<file path="src/hw/rtl/egr_pkg.sv">
`default_nettype none
package egr_pkg;

    localparam int ANGLE_FRACTION_BITS_DEF = 20;
    localparam int CORDIC_STAGES_DEF       = 24;

    localparam int LON_IN_W  = 30;
    localparam int LAT_W     = 28;
    localparam int LON_OUT_W = 29;

    // CORDIC datapath width and square-root step count (bits of a Q30 root)
    localparam int VW         = 34;
    localparam int SQRT_STEPS = 31;
    localparam int SQW        = 62;

    localparam longint INV_GAIN_Q30 = 64'd652032874;

    // floor(u / 45) = (u * RECIP_45) >> RECIP_SHIFT for u < 2^30
    localparam int     Den45       = 45;
    localparam longint RECIP_45    = 64'd1527099484;
    localparam int     RECIP_SHIFT = 36;
    // 2^29 = 45 * OFFS_Q + OFFS_R
    localparam int     OFFS_Q      = 11930464;
    localparam int     OFFS_R      = 32;

    localparam longint unsigned PI_Q60    = 64'h3243F6A8885A308D;
    localparam longint unsigned DEC_SCALE = 64'd1000000000000;

    localparam longint MAT_DEC [9] = '{
        -64'sd54875539726,  -64'sd873437108010, -64'sd483834985808,
         64'sd494109453312, -64'sd444829589425,  64'sd746982251810,
        -64'sd867666135858, -64'sd198076386122,  64'sd455983795705
    };

    typedef struct packed {
        logic signed [VW-1:0] x;
        logic signed [VW-1:0] y;
        logic signed [VW-1:0] a;
    } t_cvec;

    typedef struct packed {
        logic [SQW-1:0] v;
        logic [SQW-1:0] r;
    } t_sqrt;

    typedef logic [17:0]        t_frac_tab [45];
    typedef logic signed [31:0] t_mat [9];

    // restoring long division, elaboration only
    function automatic longint unsigned egr_udiv(input longint unsigned n,
                                                 input longint unsigned d);
        longint unsigned r;
        longint unsigned q;
        r = 0;
        q = 0;
        for (int k = 63; k >= 0; k--) begin
            r = (r << 1) | longint'(n[k]);
            q = q << 1;
            if (r >= d) begin
                r = r - d;
                q = q | 64'd1;
            end
        end
        return q;
    endfunction

    // round(num * 2^bits / den), num < den
    function automatic longint unsigned egr_frac_div(input longint unsigned num,
                                                     input longint unsigned den,
                                                     input int bits);
        longint unsigned r;
        longint unsigned q;
        r = num;
        q = 0;
        for (int k = 0; k <= bits; k++) begin
            r = r << 1;
            q = q << 1;
            if (r >= den) begin
                r = r - den;
                q = q | 64'd1;
            end
        end
        return (q + 64'd1) >> 1;
    endfunction

    // arctan(2^-i) in turns * 2^32
    function automatic longint egr_atan(input int i);
        longint unsigned acc;
        longint unsigned term;
        int e;
        acc = 0;
        if (i == 0) return 64'sd1 << 29;
        for (int k = 0; k < 63; k++) begin
            e = i * (2 * k + 1);
            if (e <= 62) begin
                term = egr_udiv(64'd1 << (62 - e), longint'(2 * k + 1));
                if (k % 2 == 1) acc = acc - term;
                else acc = acc + term;
            end
        end
        return longint'(egr_frac_div(acc, PI_Q60, 29));
    endfunction

    function automatic t_mat egr_mat_tab(input bit transpose);
        t_mat m;
        longint dv;
        longint q;
        int src;
        for (int r = 0; r < 3; r++) begin
            for (int c = 0; c < 3; c++) begin
                src = transpose ? c * 3 + r : r * 3 + c;
                dv  = MAT_DEC[src];
                q   = longint'(egr_frac_div(dv < 0 ? -dv : dv, DEC_SCALE, 30));
                m[r * 3 + c] = 32'(dv < 0 ? -q : q);
            end
        end
        return m;
    endfunction

    // floor(b * 2^s / 45) for every remainder b
    function automatic t_frac_tab egr_frac_tab(input int s);
        t_frac_tab t;
        for (int b = 0; b < 45; b++) begin
            t[b] = 18'((longint'(b) << s) / Den45);
        end
        return t;
    endfunction

endpackage
`default_nettype wire

</file>
<file path="src/hw/rtl/egr_cordic_cell.sv">
`default_nettype none
module egr_cordic_cell #(
    parameter int STAGE     = 0,
    parameter bit VECTORING = 1'b0
) (
    input  logic          i_clk,
    input  logic          i_en,
    input  egr_pkg::t_cvec i_v,
    output egr_pkg::t_cvec o_v
);
    import egr_pkg::*;

    localparam logic signed [VW-1:0] ATAN = VW'(egr_atan(STAGE));

    logic signed [VW-1:0] xs, ys;
    logic                 ccw;
    t_cvec                n_v;
    t_cvec                r_v;

    assign xs  = i_v.x >>> STAGE;
    assign ys  = i_v.y >>> STAGE;
    // rotation steers on residual angle, vectoring on sign of y
    assign ccw = VECTORING ? i_v.y[VW-1] : !i_v.a[VW-1];

    always_comb begin
        if (ccw) begin
            n_v.x = i_v.x - ys;
            n_v.y = i_v.y + xs;
            n_v.a = i_v.a - ATAN;
        end else begin
            n_v.x = i_v.x + ys;
            n_v.y = i_v.y - xs;
            n_v.a = i_v.a + ATAN;
        end
    end

    always_ff @(posedge i_clk) begin
        if (i_en) r_v <= n_v;
    end

    assign o_v = r_v;
endmodule
`default_nettype wire

</file>
<file path="config.mk">
export PLATFORM = sky130hd
export DESIGN_NAME = egr_cordic_cell
export DESIGN_NICKNAME = d
export VERILOG_FILES = /design/src/hw/rtl/egr_pkg.sv /design/src/hw/rtl/egr_cordic_cell.sv
export SDC_FILE = /design/constraint.sdc
export NUM_CORES = 1
export LEC_CHECK = 0
export BUFFER_PORTS_ARGS = -buffer_cell sky130_fd_sc_hd__buf_2
export CAP_MARGIN = 10
export CORE_UTILIZATION = 32
export CTS_CLUSTER_DIAMETER = 200
export DETAILED_ROUTE_END_ITERATION = 8
export PLACE_DENSITY = 0.49
export SYNTH_ARGS = -nofsm -noshare
export SYNTH_HDL_FRONTEND = slang
export SYNTH_SLANG_ARGS = --single-unit
</file>
<file path="constraint.sdc">
create_clock -name i_clk -period 7 [get_ports i_clk]
set_input_delay 0.35 -clock i_clk [delete_from_list [all_inputs] [get_ports i_clk]]
set_output_delay 0.35 -clock i_clk [all_outputs]
set_load 0.01 [all_outputs]
</file>
# ---- Yosys cells after proc, flatten, opt, wreduce, memory -nomap -nowiden
# Index checks and enable logic that the tools add are counted.
dict set report word_totals {
  register_bits 102
  out_inout_bits 102
  word_cells 9
}
dict set report classes {
  addsub 5
  muxes 1
}
# op count
set ops {}
lappend ops {{2-to-1 mux 102 bit} 1}
lappend ops {{subtractor 34 bit} 2}
lappend ops {{adder 34 x 31 -> 34 bit (second input constant)} 1}
lappend ops {{adder 34 bit} 1}
lappend ops {{subtractor 34 x 31 -> 34 bit (second input constant)} 1}

# ---- Longest topological paths before layout
dict set report logic_depth {
  word_depth 2
  ltp_mapped 13
  depth_no_buf 13
}

# ---- Least setup slack after synthesis
# Ideal clock, no wire load.
dict set report synth_path {
  kind {input port to flip-flop}
  start {in i_v[34] (netlist bit)}
  end {reg r_v (netlist bit o_v[64]), data pin}
  setup_time_ps 267
  arrival_ps 2680
  required_time_ps 6733
  path_slack_ps 4053
  path_stages 12
  path_buffers 0
  path_cell_list {ha_1 -> fa_1 -> nor2b_1 -> or3_1 -> a21oi_1 -> o21bai_2 -> a31oi_1 -> o31ai_2 -> a31oi_1 -> o41a_1 -> o32ai_1 -> xnor2_1}
}
# element line_no
set synth_lines {}
lappend synth_lines {{start, declared} egr_cordic_cell.sv:8} ;# input egr_pkg::t_cvec i_v,
lappend synth_lines {{end signal, assigned} egr_cordic_cell.sv:38} ;# if (i_en) r_v <= n_v;
lappend synth_lines {{end, declared} egr_cordic_cell.sv:18} ;# t_cvec r_v;

==> impl_metrics.py <==
metrics = {
    "final_layout": {
        "nFillCells": 2945,
        "post-route-cell-area_sq_um": 10610,
        "drive_gt1_share_pct": 21.12,
        "layout_common_cells": "204 x buf_2, 118 x a21oi_1, 102 x ha_1, 101 x edfxtp_1, 99 x nor2_1",
        "largest_register_ffs": 101,
        "utilization_pct": 38.18,
        "nNetsFinal": 1379,
        "layout_commonest_cell": "buf_2",
        "area.growth.synth_to_final_pct": 17.46,
        "n_antenna_cell": 0,
    },
    "cts": {
        "cts_resized": 0,
        "clock-sinks": 101,
        "clk_pin_slew_worst_paths_ns": 0.08,
        "cts_setup_buffers": 0,
        "cts_tree": "built",
        "numCtsBuffers": 9,
        "h-tree-depth": 3,
        "cts_hold_buf": 0,
        "cts.path.max_buffers": 2,
        "cts-root-buf": "clkbuf_16",
    },
    "sta": {
        "finalCriticalPeriod_ns": 3.623,
        "slew_violations": 0,
        "fin_crit_sh_pct": 51.76,
        "final.setup.tns_ns": 0,
        "tightest_slew_ns": 1.060,
        "maxSlewHeadroom_pct": 28.39,
        "setup_viol": 0,
        "finalHoldViolCount": 0,
        "rsz0062_at_grt": "no",
        "fmax_mhz": 276.0,
        "fin_hold_ws_ns": 0.1649,
    },
    "detailed_routing": {
        "finalWirelength_mm": 28.24,
        "vias": 8144,
        "drt_first_pass_iters": 7,
        "drt_iter0_drc": 773,
        "via_per_inst": 5.247,
        "wl_per_cell_um": 18.19,
        "ant_nets": 0,
        "drcViolationCount": 0,
    },
    "floorplan": {
        "fp.dieH_um": 170.0,
        "die-area_sq_um": 28890,
        "die_x_um": 170.0,
        "start_util_pct": 32.50,
        "core_sq_um": 27780,
        "rows": 61,
        "design.portCount": 206,
    },
    "setup_path": {
        "critPathTopFamily": "compound AO/OA/AOI/OAI gates",
        "arrival_ns": 3.73,
        "crit_type": "in -> reg",
        "slowest_stage": "o41ai_1",
        "crit_fanout": 3,
        "crit_buf_inv": 2,
        "max_stage_delay_ns": 0.89,
        "end_kind": "flip-flop",
        "cp-start-kind": "input pin",
        "critical_path_required_ns": 7.10,
        "crit_chain": "buf_2, inv_1, ha_1, fa_1, nor2b_1, o2111a_1, a2111oi_1, o41ai_1, a221oi_1, a21bo_2, a221o_1, a21o_1, xnor2_1",
    },
    "synth": {
        "synth-xor-area-share_pct": 6.693,
        "synth-main-ff-cell": "edfxtp_1",
        "async_flop_share_pct": 0,
        "synthSimpleGateAreaFrac_pct": 12.42,
        "synth_fa_ha_area_share_pct": 15.02,
        "yosysSeqAreaShare_pct": 33.59,
        "avgSynthCellArea_sq_um": 9.057,
        "synth-edff-count": 101,
        "ys_ff_latch": 101,
        "muxShareOfSynthArea_pct": 1.774,
        "syn-cell-area_sq_um": 9030,
        "synth_cell_type_count": 80,
        "yosysWarnings": 0,
        "syn_nets": 1207,
        "synth-compound-area-share_pct": 23.71,
        "synth_top_family_by_area": "compound AO/OA/AOI/OAI gates",
        "synthCells": 997,
    },
    "grt": {
        "antenna_found_initial": 0,
        "track_usage_pct": 19.33,
        "grt_remaining_overflow": 0,
        "grt_pass1_wl_mm": 43.01,
        "grt_max_degree": 77,
        "grt_pass1_vias": 7680,
    },
    "hold_path": {
        "hold_path_class": "in -> reg",
    },
    "flow_run": {
        "maxCapViolCount": 0,
    },
    "placed_design": {
        "hpwl_mm": 22.39,
        "place.gp.congestion": 0.8712,
        "placed_area_sq_um": 10330,
        "portBuffers": 205,
    },
    "pwr": {
        "power.density_nw_per_um2": 194.1,
        "p_leak_nw": 4.604,
        "max-vdd-ir-drop_mv": 0.1207,
        "total_power_mw": 2.059,
    },
    "run_status": {
        "outcome": "finished clean",
    },
}
[cells in the mapped netlist, drive strengths merged, types with 23 or more instances]
master,count,area (sq um)
o21ai,54,270.3
o21bai,23,176.4
a21oi,120,608.1
nor2,99,371.6
xnor2,65,569.3
nor3,23,115.1
edfxtp,101,3033
nand2,43,161.4
inv,97,369.1
buf,26,142.6
ha,102,1276
[kinds of logic (layout without fill, tap and decap cells)]
group                    Yosys count  in the layout
AO/OA/AOI/OAI                    319            319
AND/OR/NAND/NOR                  236            236
buffers and inverters            150            327
adder cells (fa/ha/maj)          106            106
flip-flops                       101            101
XOR/XNOR                          69             69
multiplexers                      16             16
[through the flow]
step	setup slack (ns)	instances
after global placement	3.047	1536
after global routing	3.195	1552
final	3.377	1552
after CTS	3.471	1552
after floorplan	4.053	997
after detailed placement	3.097	1536
[area by class of cell]
class	count	area (sq um)	share of cell area, %
Sequential cell	101	3033	28.60
Timing Repair Buffer	208	1051	9.909
Inverter	103	391.6	3.692
Clock buffer	10	229.0	2.159
Clock inverter	6	46.29	0.4365
Multi-Input combinational cell	746	5383	50.75
Tap cell	378	473.0	4.459
[report_power, final]
part	internal, mW	total (mW)	switching [mW]	leakage, nW
sequential	0.780	0.803	0.0223	0.989
combinational	0.293	0.779	0.486	3.48
clock	0.245	0.477	0.232	0.136
total	1.32	2.06	0.740	4.60
[layer usage]
metal | global-route usage (%) | vias up | wire [um]
li1 | - | 3921 | -
met5 | 0 | - | 0
met1 | 27.50 | 3878 | 13470
met4 | 6.345 | 0 | 556
met3 | 3.442 | 30 | 1905
met2 | 29.33 | 315 | 12310
[worst paths after layout]
check | from | to | slack [ns] | cells past startpoint
worst min-delay path | i_v[15] | o_v[15]$_DFFE_PP_ | 0.16 | 1
worst max-delay path | i_v[34] | o_v[60]$_DFFE_PP_ | 3.38 | 13
(Power assumes the default switching activity.)
